`config.mk`:
```
export PLATFORM = sky130hd
export DESIGN_NAME = scsa_ram
export DESIGN_NICKNAME = d
export VERILOG_FILES = /design/src/scsa_ram.sv
export SDC_FILE = /design/constraint.sdc
export NUM_CORES = 1
export LEC_CHECK = 0
export ABC_AREA = 1
export BUFFER_PORTS_ARGS = -buffer_cell sky130_fd_sc_hd__buf_2
export CAP_MARGIN = 20
export CORE_AREA = 2 2 192 175
export CTS_CLUSTER_DIAMETER = 100
export DETAILED_ROUTE_END_ITERATION = 7
export DIE_AREA = 0 0 194 177
export GPL_TIMING_DRIVEN = 0
export PLACE_DENSITY = 0.87
export SLEW_MARGIN = 10
export SYNTH_ARGS = -nofsm -noshare
export SYNTH_HDL_FRONTEND = slang
export SYNTH_SLANG_ARGS = --single-unit
```
`constraint.sdc`:
```
create_clock -name aclk -period 5.04 [get_ports aclk]
set_input_delay 1.008 -clock aclk [delete_from_list [all_inputs] [get_ports aclk]]
set_output_delay 1.008 -clock aclk [all_outputs]
set_load 0.005 [all_outputs]
```
`src/scsa_ram.sv`:
```
module scsa_ram #(
    parameter int WIDTH = 8,
    parameter int DEPTH = 64
) (
    input  logic                     aclk,
    input  logic                     we,
    input  logic [$clog2(DEPTH)-1:0] waddr,
    input  logic [WIDTH-1:0]         wdata,
    input  logic [$clog2(DEPTH)-1:0] raddr,
    output logic [WIDTH-1:0]         rdata
);

    logic [WIDTH-1:0] mem [DEPTH];

    always_ff @(posedge aclk) begin
        if (we) begin
            mem[waddr] <= wdata;
        end
        rdata <= mem[raddr];
    end

endmodule

```
== Word level (Yosys, flattened, before mapping) ==
Memories as Yosys holds them, arrays and structs flattened. A register that Yosys moved wholly into a read port is not among the register bits.
Index checks and enable logic that the tools add are counted.
W data, S select, Z words.
Operators by class
  muxes and demuxes: 2
Operator list (number)
  $mux W1: 2
Word-level totals
  output and inout bits: 8
  logic and storage cells: 3
  register bits after elaboration: 0
  bits in writable memories: 512
  memories kept: 1
Memories
  mem: depth 64, width 8, read ports 1, clocked after memory_dff 1, wr ports 1, RTL line 13  | logic [WIDTH-1:0] mem [DEPTH];

== Depth between registers and ports, before layout ==
  depth in word-level cells: 2
  depth in mapped cells: 12
  mapped depth without buffers: 9

== Least setup slack after synthesis ==
Ideal clock, no wire load.
  kind: input to register
  from: input we
  to: memory mem[48][0], enable pin
  stages: 3
  arrival: 2379 ps
  buffers on the path: 1
  setup slack: 2266 ps
  setup time: 395 ps
  data required time: 4645 ps
  path through: clkbuf_1 nand4_1 nor4_1
Between the ends
  word-level cells in the longest chain between the ends: 2
Ends and longest elaborated chain
  from (decl): RTL line 6  | input logic we,
  $mux W1: RTL line 16  | if (we) begin
  $mux W1 (implied by the code): RTL line 17  | mem[waddr] <= wdata;
  to (decl): RTL line 13
Every way passes these cells.

== Worst setup path in the final report ==
  from: input waddr[1]
  to: memory mem[29][5], enable pin
RTL lines
  from (decl): RTL line 7  | input logic [$clog2(DEPTH)-1:0] waddr,
Straight into the memory's write port.

==> reports/results.ini <==
[status]
status=complete, no violations

[worst_setup_path]
path_delay_family=simple AND/OR/NAND/NOR gates
path_class=in2reg
crit_arrival_ns=3.25
cp_data_required_time_ns=5.25
crit_chain=clkbuf_1 > inv_1 > nand4_1 > nor2_1
crit_slowest_cell=nor2_1
worstSetupEndpointType=flip-flop
cp-start-kind=input pin
crit_fanout=9
crit_buf_inv=2
slowest_delay_ns=1.07

[global_routing]
antenna_found_initial=0
grt_max_degree=65
grt_pass1_wl_mm=91.0
grt_pass1_vias=14800
grt_overflow=0
grt_usage_pct=36.6

[drt]
drt_pass1_iterations=6
vias_per_cell=6.60
wire_per_inst_um=26.8
drc=0
antenna_left=0
vias=15500
drt-total-wl_mm=63.0
drtIter0Drc=2561

[cells_and_area]
layout-drive-gt1-share_pct=10.6
n_fill_cell=2021
final_cells=2353
area_delta_synth_final_pct=11.6
finalNetCount=1916
antennaDiodeCount=0

[power]
ir_drop_v=0.000464
finalPower_w=0.00910
p_leak_nw=8.70
p_per_area_nw_per_um2=382

[synthesis]
synth.cell_area_um2=21300
seq_area_frac_synth_pct=72.8
syn_nets=1827
netlist_instances=1805
yosysWarnings=0
synth_cell_types=16
synth_area_per_cell_um2=11.8
synth-seq-cells=520

[clocking]
post_cts_buffers=0
clk-insertion-delay-late_ns=0.60
post_cts_resized=0
htreeDepth=2
clockBufferDepth=3
cts_sinks=520
cts_tree=built
cts_root_buf=clkbuf_16
cts_buffers=49
hold_buffers=0
path_clk_slew_ns=0.06

[floorplan]
ios=30
rows=63
start_util_pct=65.7
die_h_um=177
die_w_um=194
dieArea_um2=34300
coreArea_um2=32500

[placement]
dp.cells=2263
gp_congestion=0.995
io_buffers=21
dp_hpwl_mm=41.9

[worst_hold_path]
hp-class=in2reg

[sta]
maxSlewViolCount=0
final_hold_viol_count=0
finalClockSkew_ns=0.0192
setup_violations=0
tns_ns=0
worstMarginPinSlew_ns=1.10
fin_crit_sh_pct=60.4
slew_headroom_pct=26.6
min_period_ns=3.04
clock.fmax_mhz=329
rsz0062_at_grt=no

[flow_run]
cap_viol_max_count=0

-- synthesized netlist by cell type, drive strengths merged --
cell	number	area share, %
nand2	648	11
edfxtp	512	72
nand3	439	10
buf	98	3.5
nor2	56	0.99
clkbuf	15	0.26
inv	12	0.23
nand4	9	0.26
dfxtp	8	0.75
nor4	8	0.23
-- cell families after synthesis --
family                 after synthesis  synth area share, %
buffers and inverters              125                 4.02
and+or+nand+nor                   1160                 23.2
DFF                                520                 72.8
-- cell usage in the layout (no fill, tap or decap), drive strengths merged --
cell type and n:
nor4 8, edfxtp 512, bufinv 3, clkinv 18
nor2 56, nand2 648, nand3 439, clkbuf 81
buf 136, nand4 9, dfxtp 8, inv 13
-- final cells by class --
type,instances,area [um2],area share (%)
Timing Repair Buffer,38,352,1.48
Multi-Input combinational cell,1160,5000,21.0
Buffer,113,808,3.39
Tap cell,422,528,2.22
Sequential cell,520,15500,65.2
Clock buffer,66,1370,5.76
Inverter,12,50.0,0.210
Clock inverter,22,178,0.746
-- worst reg2reg max path, stage by stage (launching register included) --
cell	delay (ns)
edfxtp_1	0.39
nand2_1	0.10
nand3_1	0.11
nand3_1	0.18
nand2_1	0.12
nand2_1	0.09
nand3_1	0.10
nand3_1	0.11
nand2_1	0.13
-- routing by layer --
metal | part of all wire [%] | vias to the layer above | global-route usage, %
met4 | 4.2 | 0 | 14.6
li1 | - | 6522 | -
met5 | 0 | - | 0
met3 | 16 | 216 | 10.3
met2 | 45 | 1410 | 56.0
met1 | 35 | 7376 | 50.5
-- worst paths after layout --
kind	to	cells after the start	startpoint	slack, ns
max reg2reg	rdata[2]	8	mem[58][2]	3.57
max	mem[29][5]	4	waddr[1]	2.00
min reg2reg	rdata[5]	8	mem[54][5]	0.91
min	rdata[3]	3	raddr[5]	0.88
-- through the flow --
| step | hold slack (ns) | setup slack (ns) | utilization [%] | cell area [um2] |
|---|---|---|---|---|
| detailed placement | 0.880 | 1.52 | 68.5 | 22200 |
| finish | 0.878 | 2.00 | 73.3 | 23800 |
| global route | 0.879 | 1.98 | 73.3 | 23800 |
| CTS | 0.874 | 2.11 | 73.2 | 23800 |
| floorplan | 0.722 | 2.27 | - | 21300 |
| global placement | 0.878 | 1.65 | 67.7 | 22000 |
-- sequential cells by signal, summed over array words and instances (netlist names) --
register / cells
rdata: 8
mem: 512
-- report_power, final --
group / internal (W) / switching [W] / total, W
Sequential: 0.00478 / 0.00000970 / 0.00479
Combinational: 0.000176 / 0.000491 / 0.000667
Clock: 0.00205 / 0.00159 / 0.00364
Note: power is estimated with default switching activity, not from simulation.
