File: src/scsa_pkg.sv
package scsa_pkg;

    // Arena geometry.
    localparam int NUM_CLASSES   = 6;
    localparam int SLAB_BYTES    = 1024;
    localparam int ARENA_BYTES   = 65536;
    localparam int GRANULE_BYTES = 8;

    localparam int MAX_FRAMES = ARENA_BYTES / SLAB_BYTES;
    localparam int GRANULES   = ARENA_BYTES / GRANULE_BYTES;
    localparam int GRAN_SH    = $clog2(GRANULE_BYTES);
    localparam int SLAB_SH    = $clog2(SLAB_BYTES);
    localparam int FRAME_W    = $clog2(MAX_FRAMES);
    localparam int FCNT_W     = FRAME_W + 1;
    localparam int GIDX_W     = $clog2(GRANULES);
    localparam int ADDR_W     = 16;
    localparam int BADDR_W    = $clog2(ARENA_BYTES) + 1;
    localparam int LINK_W     = ADDR_W + 1;
    localparam int SLAB_G     = SLAB_BYTES / GRANULE_BYTES;
    localparam int DIV_W      = $clog2(SLAB_G) + 1;
    localparam int CELLB_W    = DIV_W + GRAN_SH;
    localparam int CLASS_W    = 3;
    localparam int REG_W      = 9;
    localparam int IDX_W      = 3;
    localparam int LIVE_W     = 14;
    localparam int CNT_W      = 32;

    typedef logic [REG_W-1:0] csize_t;
    typedef logic [DIV_W-1:0] cellg_t;

    localparam logic [1:0] MODE_ALLOC = 2'd0;
    localparam logic [1:0] MODE_FREE  = 2'd1;
    localparam logic [1:0] MODE_QUERY = 2'd2;

    localparam logic [1:0] ST_OK        = 2'd0;
    localparam logic [1:0] ST_EXHAUSTED = 2'd1;
    localparam logic [1:0] ST_OVERSIZE  = 2'd2;

    localparam csize_t CLASS_RESET [8] = '{9'd16, 9'd32, 9'd48, 9'd64,
                                           9'd128, 9'd256, 9'd256, 9'd256};

    // Effective cell size in granules: rounded down to a granule, at least
    // one granule, at most a whole slab.
    function automatic cellg_t cell_g(input csize_t sz);
        logic [REG_W-1:0] v;
        v = sz >> GRAN_SH;
        if (v == '0) v = REG_W'(1);
        if (32'(v) > SLAB_G) v = REG_W'(SLAB_G);
        return v[DIV_W-1:0];
    endfunction

endpackage

File: src/scsa_div.sv
module scsa_div import scsa_pkg::*; (
    input  logic             aclk,
    input  logic             aresetn,
    input  logic             start,
    input  logic [DIV_W-1:0] dividend,
    input  logic [DIV_W-1:0] divisor,
    output logic             done,
    output logic [DIV_W-1:0] rem
);

    // Restoring division, one quotient bit per cycle; only the remainder is kept.
    localparam int STEP_W = $clog2(DIV_W + 1);

    logic [STEP_W-1:0] step_reg;
    logic              busy_reg;
    logic [DIV_W-1:0]  num_reg;
    logic [DIV_W-1:0]  den_reg;
    logic [DIV_W-1:0]  rem_reg;
    logic [DIV_W:0]    trial;

    assign trial = {rem_reg, num_reg[DIV_W-1]};

    always_ff @(posedge aclk) begin
        if (!aresetn) begin
            busy_reg <= 1'b0;
            step_reg <= '0;
        end else if (start) begin
            busy_reg <= 1'b1;
            step_reg <= '0;
            num_reg  <= dividend;
            den_reg  <= divisor;
            rem_reg  <= '0;
        end else if (busy_reg) begin
            num_reg <= num_reg << 1;
            if (trial >= {1'b0, den_reg}) begin
                rem_reg <= DIV_W'(trial - {1'b0, den_reg});
            end else begin
                rem_reg <= trial[DIV_W-1:0];
            end
            step_reg <= step_reg + STEP_W'(1);
            if (step_reg == STEP_W'(DIV_W - 1)) begin
                busy_reg <= 1'b0;
            end
        end
    end

    assign done = !busy_reg && (step_reg == STEP_W'(DIV_W));
    assign rem  = rem_reg;

endmodule

File: config.mk
export PLATFORM = sky130hd
export DESIGN_NAME = scsa_div
export DESIGN_NICKNAME = d
export VERILOG_FILES = /design/src/scsa_pkg.sv /design/src/scsa_div.sv
export SDC_FILE = /design/constraint.sdc
export NUM_CORES = 1
export LEC_CHECK = 0
export BUFFER_PORTS_ARGS = -buffer_cell sky130_fd_sc_hd__buf_2
export CAP_MARGIN = 15
export CORE_UTILIZATION = 55
export DETAILED_ROUTE_END_ITERATION = 8
export HOLD_SLACK_MARGIN = 0.06
export MAX_ROUTING_LAYER = met4
export PLACE_DENSITY = 0.78
export SETUP_SLACK_MARGIN = 0.2
export SLEW_MARGIN = 15
export SYNTH_ARGS = -nofsm -noshare
export SYNTH_HDL_FRONTEND = slang
export SYNTH_SLANG_ARGS = --single-unit
File: constraint.sdc
create_clock -name aclk -period 4.95 [get_ports aclk]
set_clock_uncertainty 0.1 [all_clocks]
set_input_delay 0.99 -clock aclk [delete_from_list [all_inputs] [get_ports aclk]]
set_output_delay 0.99 -clock aclk [all_outputs]
set_load 0.005 [all_outputs]
; Word-level counts from Yosys, hierarchy flattened
; Cells that the tools add are included.
[totals]
register_bits = 29
output_inout_bits = 9
[op_classes]
n_addsub = 2
n_lt_le_gt_ge = 1
n_eq_ne = 2
n_mux = 7
bitwise_logic = 1
n_reduce_logical = 6
[ops]
columns = cell, count
row1 = $mux W8, 4
row2 = $ge A9 B8 Y1, 1
row3 = $sub A8 B8 Y8, 1
row4 = $add A4 B1 Y4 const B, 1
row5 = $eq A4 B3 Y1 const B, 1
row6 = $eq A4 B4 Y1 const B, 1
row7 = $reduce_and A2 Y1, 2
row8 = $mux W1, 3
row9 = $reduce_bool A2 Y1, 1
row10 = $reduce_or A2 Y1, 1
row11 = $logic_and A1 B1 Y1, 1
row12 = $logic_not A1 Y1, 1
row13 = $not A1 Y1, 1

; Depth between registers and ports, before layout
; Gate-level depths: netlist of run 1.
[depth]
ltp_word = 4
depth_mapped = 8

; Worst setup path before layout of run 1
; Ideal clock, no wire load.
[synth_path]
path_kind = input port to flip-flop
startpoint = in start
endpoint = reg den_reg[0], enable pin
arrival_time_ns = 1.893
required_ns = 4.518
path_slack_ns = 2.625
stages = 3
n_path_buf = 2
cell_sequence = clkbuf_1 > clkbuf_1 > and2_1
[synth_between]
elab_chain_cells = 1
[synth_rtl]
columns = element, line
row1 = from (decl), scsa_div.sv:4  ; input logic start,
row2 = $reduce_and A2 Y1 (no source line), -
row3 = to (signal assigned), scsa_div.sv:31  ; den_reg <= divisor;
row4 = to (decl), scsa_div.sv:17  ; logic [DIV_W-1:0] den_reg;
; No other way between the ends.
; A chain may end at the register's enable or synchronous reset.

; Worst setup path after layout of run 1
[layout_path]
startpoint = reg step_reg[0]
endpoint = out done
[layout_between]
elab_chain_cells = 2
[layout_rtl]
columns = element, line
row1 = from (decl), scsa_div.sv:14  ; logic [STEP_W-1:0] step_reg;
row2 = from (signal assigned), scsa_div.sv:40  ; step_reg <= step_reg + STEP_W'(1);
row3 = $eq A4 B4 Y1, scsa_div.sv:47  ; assign done = !busy_reg && (step_reg == STEP_W'(DIV_W));
row4 = $logic_and A1 B1 Y1, scsa_div.sv:47
row5 = to (decl), scsa_div.sv:7  ; output logic done,
; No other way between the ends.

==> flow_results.xml, run 1 <==
<?xml version="1.0" encoding="UTF-8"?>
<metrics>
  <group name="cells_and_area">
    <metric name="layout-drive-gt1-share" unit="%">28.65</metric>
    <metric name="final_cell_mix" unit="">27 x sky130_fd_sc_hd__buf_2, 24 x sky130_fd_sc_hd__edfxtp_1, 12 x sky130_fd_sc_hd__inv_1</metric>
    <metric name="postLayoutCoreUtil" unit="%">66.99</metric>
    <metric name="finish.net_count" unit="">200</metric>
    <metric name="number_of_inserted_diodes" unit="">0</metric>
    <metric name="post-route-cell-area" unit="um^2">1879</metric>
    <metric name="syn_to_final_growth" unit="%">12.68</metric>
    <metric name="final_common_cell" unit="">sky130_fd_sc_hd__buf_2</metric>
  </group>
  <group name="timing">
    <metric name="fmax" unit="MHz">410.7</metric>
    <metric name="setup_repair_after_global_routing_missed_its_margin" unit="">no</metric>
    <metric name="final_max_slew_viol_count" unit="">0</metric>
    <metric name="finalSetupViolCount" unit="">0</metric>
    <metric name="slew_headroom" unit="%">54.14</metric>
    <metric name="worst-slew-pin-transition" unit="ps">687.9</metric>
    <metric name="post-route-min-period" unit="ps">2435</metric>
    <metric name="postLayoutSetupSlackWorst" unit="ps">2515</metric>
    <metric name="final.period_utilization" unit="%">49.18</metric>
    <metric name="timing_hold_violations_final" unit="">0</metric>
    <metric name="finalSetupTns" unit="ps">0</metric>
  </group>
  <group name="global_routing">
    <metric name="total_overflow_reported_by_the_global_router" unit="">0</metric>
    <metric name="grt_pass1_vias" unit="">1178</metric>
    <metric name="grt_max_degree" unit="">21</metric>
    <metric name="global_route_wire_length_before_repair" unit="mm">4.961</metric>
    <metric name="globalRouteTotalUtil" unit="%">21.16</metric>
    <metric name="grt_antenna_before_repair" unit="">0</metric>
  </group>
  <group name="clock_tree">
    <metric name="number_of_sinks_on_the_clock_net" unit="">29</metric>
    <metric name="cts.repair_timing.setup_buffer_count" unit="">0</metric>
    <metric name="cts_resized" unit="">0</metric>
    <metric name="cts.root.buffer_cell" unit="">sky130_fd_sc_hd__clkbuf_4</metric>
    <metric name="clockBufferDepth" unit="">2</metric>
    <metric name="h_tree_level_count" unit="">2</metric>
    <metric name="tritoncts.num_buffers" unit="">5</metric>
    <metric name="clock_latency" unit="ps">330</metric>
    <metric name="clk_transition_reported_paths" unit="ps">80</metric>
    <metric name="cts_tree" unit="">built</metric>
    <metric name="cts.hold.buffers_added" unit="">0</metric>
  </group>
  <group name="worst_setup_path">
    <metric name="critical_path_peak_fanout" unit="">4</metric>
    <metric name="worstSetupPathType" unit="">reg2out</metric>
    <metric name="r2r_setup_slack" unit="ps">2770</metric>
    <metric name="cp_slowest_stage_delay" unit="ps">360</metric>
    <metric name="critical_path_arrival" unit="ps">1340</metric>
    <metric name="cp_data_required_time" unit="ps">3860</metric>
    <metric name="crit_path_cell_trace" unit="">inv_1 -&gt; ha_1 -&gt; nor4bb_1 -&gt; buf_2</metric>
    <metric name="destination_of_the_critical_timing_path" unit="">done</metric>
    <metric name="launch_point_of_the_worst_path" unit="">step_reg[0]</metric>
    <metric name="reg2reg_from" unit="">rem[5]</metric>
    <metric name="worstSetupStartpointType" unit="">flip-flop</metric>
    <metric name="end_kind" unit="">output pin</metric>
    <metric name="crit-reg2reg-capture" unit="">rem[3]</metric>
    <metric name="slowest_stage" unit="">sky130_fd_sc_hd__dfxtp_1</metric>
    <metric name="length_in_cells_of_the_worst_reg_to_reg_path" unit="">5</metric>
  </group>
  <group name="job">
    <metric name="max_cap_viol_count" unit="">0</metric>
  </group>
  <group name="pwr">
    <metric name="power_density" unit="nW/um^2">303.2</metric>
    <metric name="peakVddDrop" unit="uV">212.0</metric>
    <metric name="power.static_leakage" unit="nW">0.7480</metric>
  </group>
  <group name="placed_design">
    <metric name="placement_stage_cell_area" unit="um^2">1831</metric>
    <metric name="port_buffers" unit="">27</metric>
    <metric name="placement.setup.worst_slack" unit="ps">2543</metric>
    <metric name="gpl.final_weighted_congestion" unit="">0.7821</metric>
    <metric name="detailedPlacementHpwl" unit="mm">2.318</metric>
  </group>
  <group name="drt">
    <metric name="detail-route-antenna-nets" unit="">0</metric>
    <metric name="drt-pass1-iter-count" unit="">6</metric>
    <metric name="via_count" unit="">1174</metric>
    <metric name="detail_route.drc_violations" unit="">4</metric>
    <metric name="routed_wirelength" unit="mm">2.969</metric>
    <metric name="route.detailed.wl_per_inst" unit="um">14.70</metric>
    <metric name="drt-vias-per-instance" unit="">5.812</metric>
    <metric name="drt_first_iter_violations" unit="">22</metric>
  </group>
  <group name="synth">
    <metric name="syn_avg_cell_area" unit="um^2">12.00</metric>
    <metric name="syn-cell-area" unit="um^2">1668</metric>
    <metric name="async_flop_share" unit="%">0</metric>
    <metric name="post_synth_inst_count" unit="">139</metric>
    <metric name="seq_area_frac_synth" unit="%">49.21</metric>
    <metric name="synthesized_flop_and_latch_total" unit="">29</metric>
    <metric name="synth_top_cells_by_area" unit="">sky130_fd_sc_hd__edfxtp_1 43%, sky130_fd_sc_hd__ha_1 7.5%, sky130_fd_sc_hd__dfxtp_1 6.0%</metric>
    <metric name="synth_largest_area_cell" unit="">sky130_fd_sc_hd__edfxtp_1</metric>
    <metric name="synth_cell_types" unit="">45</metric>
    <metric name="yosys_warnings" unit="">0</metric>
    <metric name="ys.flop_type" unit="">sky130_fd_sc_hd__edfxtp_1</metric>
    <metric name="synth_top_area_share" unit="%">43.21</metric>
    <metric name="synth_edf_count" unit="">24</metric>
    <metric name="syn-num-nets" unit="">169</metric>
  </group>
  <group name="floorplanning">
    <metric name="die_outline_width" unit="um">57.07</metric>
    <metric name="io-pin-count" unit="">28</metric>
    <metric name="die_y" unit="um">57.07</metric>
    <metric name="core" unit="um^2">2805</metric>
    <metric name="start_util" unit="%">59.46</metric>
    <metric name="die_outline_area" unit="um^2">3256</metric>
    <metric name="fp-row-count" unit="">19</metric>
  </group>
  <group name="hold_path">
    <metric name="worstHoldPathType" unit="">reg2reg</metric>
  </group>
  <group name="outcome">
    <metric name="violations" unit="">DRC</metric>
    <metric name="run_status" unit="">finished, violations left</metric>
  </group>
</metrics>
## synthesized netlist by cell type, types with 3 or more instances
cell                       number
sky130_fd_sc_hd__nor3_1         4
sky130_fd_sc_hd__dfxtp_1        5
sky130_fd_sc_hd__a211oi_1       3
sky130_fd_sc_hd__o21ai_0        6
sky130_fd_sc_hd__nor2b_1        5
sky130_fd_sc_hd__ha_1          10
sky130_fd_sc_hd__and2_1         3
sky130_fd_sc_hd__mux2_2         7
sky130_fd_sc_hd__a21oi_1        7
sky130_fd_sc_hd__nand3_1        6
sky130_fd_sc_hd__clkbuf_1       3
sky130_fd_sc_hd__inv_1         12
sky130_fd_sc_hd__o21a_1         3
sky130_fd_sc_hd__edfxtp_1      24
sky130_fd_sc_hd__nor2_1         5
## worst min path at each step
stage	endpoint	startpoint	slack (ps)	cells past startpoint
6_report	num_reg[1]	num_reg[0]	460	1
5_1_grt	num_reg[3]	num_reg[2]	480	1
4_1_cts	busy_reg	step_reg[3]	460	2
3_5_place_dp	step_reg[3]	step_reg[3]	440	2
3_3_place_gp	step_reg[3]	step_reg[3]	420	2
2_1_floorplan	step_reg[3]	step_reg[3]	390	2
## worst max-delay path: cells and delay by family (launching register included)
| kind | cells | cell delay [ps] |
|---|---|---|
| adder cells (fa/ha/maj) | 1 | 130 |
| flip-flops | 1 | 360 |
| buffers and inverters | 2 | 240 |
| AND/OR/NAND/NOR | 1 | 300 |
## metal layers
layer  wire, um  vias up  GRT usage (%)
li1           -      589              -
met1       1281      560          23.85
met2       1536       22          36.30
met3        121        3          6.349
met4         31        0          6.272
met5          0        -              -
## cell families after synthesis
family | after synthesis | share of synthesized area (%)
fa+ha+maj | 11 | 8.702
buf+inv | 15 | 3.376
compound gates | 36 | 18.53
xor+xnor | 4 | 2.101
flops | 29 | 49.21
mux | 8 | 5.327
simple gates | 36 | 12.75
## where the power goes
part	internal (mW)	total, mW	switching [mW]
clock	0.0564	0.132	0.0758
combinational	0.0639	0.141	0.0770
sequential	0.286	0.297	0.0109
## final cells by class
type	instances	area (um^2)
fillers	232	925.9
repair buffers	27	135.1
clock buffers	8	48.80
well taps	31	38.79
flip-flops and latches	29	820.8
inverters	12	45.04
multi-input cells	95	790.8
## stage by stage
stage                     total power [mW]  hold WS, ps  cells
after floorplan                     0.4060        392.3    139
after global placement              0.4370        419.6    194
after detailed placement            0.4432        437.3    194
after CTS                           0.5742        456.6    202
after global routing                0.5981        484.3    202
final                               0.5698        457.2    202
No activity file was read; power rests on OpenSTA's default activity.
==> run 2: changes to the inputs <==
CORE_UTILIZATION = 50   (was 55)
PLACE_DENSITY = 0.75   (was 0.78)
clock period = 2 ns   (was 4.95 ns; I/O delays follow)
==> run 2 against run 1 <==
  * Non-clock buffer count grew 23
  * Clock power grew to 3.4 times the previous value
  * The flow finishes with violations (setup timing)
  * Sequential power grew 150%
  * Sequential cell count is the same
  * Die area grew 9.7%
  * Critical path type is now reg2reg
==> flow_results.xml, run 2 (synthesized netlist as in run 1, its figures left out) <==
<?xml version="1.0" encoding="UTF-8"?>
<metrics>
  <group name="drt">
    <metric name="detail-route-antenna-nets" unit="">0</metric>
    <metric name="drt_first_iter_violations" unit="">74</metric>
    <metric name="drt-pass1-iter-count" unit="">4</metric>
    <metric name="routed_wirelength" unit="mm">3.876</metric>
    <metric name="detail_route.drc_violations" unit="">0</metric>
    <metric name="via_count" unit="">1306</metric>
    <metric name="route.detailed.wl_per_inst" unit="um">16.29</metric>
    <metric name="drt-vias-per-instance" unit="">5.487</metric>
  </group>
  <group name="cells_and_area">
    <metric name="fillerInstances" unit="">223</metric>
    <metric name="syn_to_final_growth" unit="%">34.28</metric>
    <metric name="final_cell_mix" unit="">27 x sky130_fd_sc_hd__buf_2, 24 x sky130_fd_sc_hd__edfxtp_1, 20 x sky130_fd_sc_hd__buf_4</metric>
    <metric name="finish.net_count" unit="">223</metric>
    <metric name="number_of_inserted_diodes" unit="">0</metric>
    <metric name="layout-drive-gt1-share" unit="%">47.94</metric>
    <metric name="final_common_cell" unit="">sky130_fd_sc_hd__buf_2</metric>
    <metric name="postLayoutCoreUtil" unit="%">72.18</metric>
    <metric name="final_cells" unit="">238</metric>
  </group>
  <group name="clock_tree">
    <metric name="clockBufferDepth" unit="">2</metric>
    <metric name="cts_tree" unit="">built</metric>
    <metric name="tritoncts.num_buffers" unit="">5</metric>
    <metric name="clk_transition_reported_paths" unit="ps">90</metric>
    <metric name="cts.hold.buffers_added" unit="">0</metric>
    <metric name="clock_latency" unit="ps">320</metric>
    <metric name="h_tree_level_count" unit="">2</metric>
    <metric name="number_of_sinks_on_the_clock_net" unit="">29</metric>
    <metric name="cts.root.buffer_cell" unit="">sky130_fd_sc_hd__clkbuf_4</metric>
  </group>
  <group name="pwr">
    <metric name="totalPowerFinal" unit="mW">1.700</metric>
    <metric name="clock_power_share" unit="%">26.7</metric>
    <metric name="p_int" unit="mW">1.226</metric>
    <metric name="power.sequential.fraction" unit="%">43.3</metric>
    <metric name="power.static_leakage" unit="nW">0.8837</metric>
    <metric name="power_density" unit="nW/um^2">758.9</metric>
    <metric name="peakVddDrop" unit="uV">457.4</metric>
    <metric name="switchingPower" unit="mW">0.4740</metric>
    <metric name="power_frac_comb" unit="%">30.0</metric>
    <metric name="switching_share" unit="%">27.89</metric>
  </group>
  <group name="floorplanning">
    <metric name="core" unit="um^2">3103</metric>
    <metric name="start_util" unit="%">53.75</metric>
    <metric name="die_outline_width" unit="um">59.76</metric>
    <metric name="fp-row-count" unit="">20</metric>
    <metric name="die_y" unit="um">59.76</metric>
    <metric name="io-pin-count" unit="">28</metric>
    <metric name="die_outline_area" unit="um^2">3571</metric>
  </group>
  <group name="hold_path">
    <metric name="worstHoldPathType" unit="">in2reg</metric>
  </group>
  <group name="outcome">
    <metric name="run_status" unit="">finished, violations left</metric>
    <metric name="violations" unit="">setup timing</metric>
  </group>
  <group name="timing">
    <metric name="fmax" unit="MHz">468.8</metric>
    <metric name="timing_hold_violations_final" unit="">0</metric>
    <metric name="worst-slew-pin-transition" unit="ps">442.4</metric>
    <metric name="postLayoutSetupSlackWorst" unit="ps">-133.0</metric>
    <metric name="final.period_utilization" unit="%">106.6</metric>
    <metric name="final_max_slew_viol_count" unit="">0</metric>
    <metric name="setup_repair_after_global_routing_missed_its_margin" unit="">yes</metric>
    <metric name="slew_headroom" unit="%">70.41</metric>
    <metric name="post-route-min-period" unit="ps">2133</metric>
    <metric name="finalSetupViolCount" unit="">8</metric>
  </group>
  <group name="worst_setup_path">
    <metric name="r2r_setup_slack" unit="ps">-130</metric>
    <metric name="destination_of_the_critical_timing_path" unit="">rem[7]</metric>
    <metric name="crit-reg2reg-capture" unit="">rem[7]</metric>
    <metric name="crit_path_cell_trace" unit="">ha_4 -&gt; buf_4 -&gt; a21oi_4 -&gt; and2b_1 -&gt; a21oi_2 -&gt; a211o_1 -&gt; a211oi_1</metric>
    <metric name="slowest_stage" unit="">sky130_fd_sc_hd__edfxtp_1</metric>
    <metric name="critical_path_arrival" unit="ps">2180</metric>
    <metric name="length_in_cells_of_the_worst_reg_to_reg_path" unit="">7</metric>
    <metric name="cp_data_required_time" unit="ps">2040</metric>
    <metric name="cp_slowest_stage_delay" unit="ps">490</metric>
    <metric name="critical_path_peak_fanout" unit="">5</metric>
    <metric name="worstSetupStartpointType" unit="">flip-flop</metric>
    <metric name="worstSetupPathType" unit="">reg2reg</metric>
    <metric name="launch_point_of_the_worst_path" unit="">rem[3]</metric>
    <metric name="end_kind" unit="">flip-flop</metric>
    <metric name="reg2reg_from" unit="">rem[3]</metric>
  </group>
  <group name="placed_design">
    <metric name="detailedPlacementHpwl" unit="mm">2.631</metric>
    <metric name="place.detailed.instances" unit="">220</metric>
    <metric name="gpl.final_weighted_congestion" unit="">0.8530</metric>
    <metric name="port_buffers" unit="">27</metric>
  </group>
  <group name="global_routing">
    <metric name="global_route_wire_length_before_repair" unit="mm">5.871</metric>
    <metric name="grt_max_degree" unit="">21</metric>
    <metric name="grt_pass1_vias" unit="">1269</metric>
    <metric name="total_overflow_reported_by_the_global_router" unit="">0</metric>
    <metric name="grt_antenna_before_repair" unit="">0</metric>
    <metric name="globalRouteTotalUtil" unit="%">23.96</metric>
  </group>
  <group name="job">
    <metric name="max_cap_viol_count" unit="">0</metric>
  </group>
</metrics>
==> run 2: worst max-delay path: cells and delay by family (launching register included) <==
family / cells / cell delay (ps)
AO/OA/AOI/OAI: 4 / 780
adder cells (fa/ha/maj): 1 / 260
buffers and inverters: 1 / 160
flip-flops: 1 / 490
AND/OR/NAND/NOR: 1 / 180
==> run 2: metal layers <==
metal  part of all wire [%]  track usage (%)
met5                      0                -
met4                    1.4            8.970
met3                    5.5            6.926
met2                     53            40.48
met1                     40            26.71
==> run 2: how the worst min path moves through the flow <==
stage / start / end / slack (ps) / depth (start not counted)
after floorplan: step_reg[3] / step_reg[3] / 390 / 2
after global placement: step_reg[3] / step_reg[3] / 420 / 2
after detailed placement: num_reg[1] / num_reg[2] / 440 / 1
after CTS: divisor[1] / den_reg[1] / 150 / 1
after global routing: divisor[3] / den_reg[3] / 140 / 1
final: divisor[7] / den_reg[7] / 150 / 1
==> run 2: stage by stage <==
step | setup TNS, ps | cell area, um^2 | hold WS (ps) | setup WS, ps
detailed placement | -811.1 | 1977 | 442.8 | -134.9
global route | -1043 | 2240 | 139.9 | -177.3
finish | -541.7 | 2240 | 151.8 | -133.0
global placement | -477.5 | 1977 | 415.9 | -92.94
floorplan | 0 | 1700 | 392.3 | 53.86
CTS | -345.8 | 2166 | 145.8 | -66.09
==> run 2: cell type report <==
| cell class | count | area (um^2) | area share [%] |
|---|---|---|---|
| multi-input cells | 95 | 922.1 | 41.17 |
| clock buffers | 6 | 41.29 | 1.844 |
| repair buffers | 50 | 319.1 | 14.25 |
| clock inverters | 2 | 33.78 | 1.508 |
| well taps | 44 | 55.05 | 2.458 |
| flip-flops and latches | 29 | 823.3 | 36.76 |
| inverters | 12 | 45.04 | 2.011 |
==> run 2: repair_timing <==
action,in CTS,in global routing
gates resized for setup,12,10
pin swaps,11,8
endpoints found under the hold margin,0,0
setup buffers,6,4
setup endpoints to repair,9,9
==> run 2: power groups by stage <==
stage	Clock, mW	Combinational [mW]	Sequential (mW)
finish	0.454	0.510	0.735
global placement	0	0.392	0.744
detailed placement	0	0.409	0.747
CTS	0.455	0.460	0.734
floorplan	0	0.278	0.742
global route	0.477	0.548	0.740
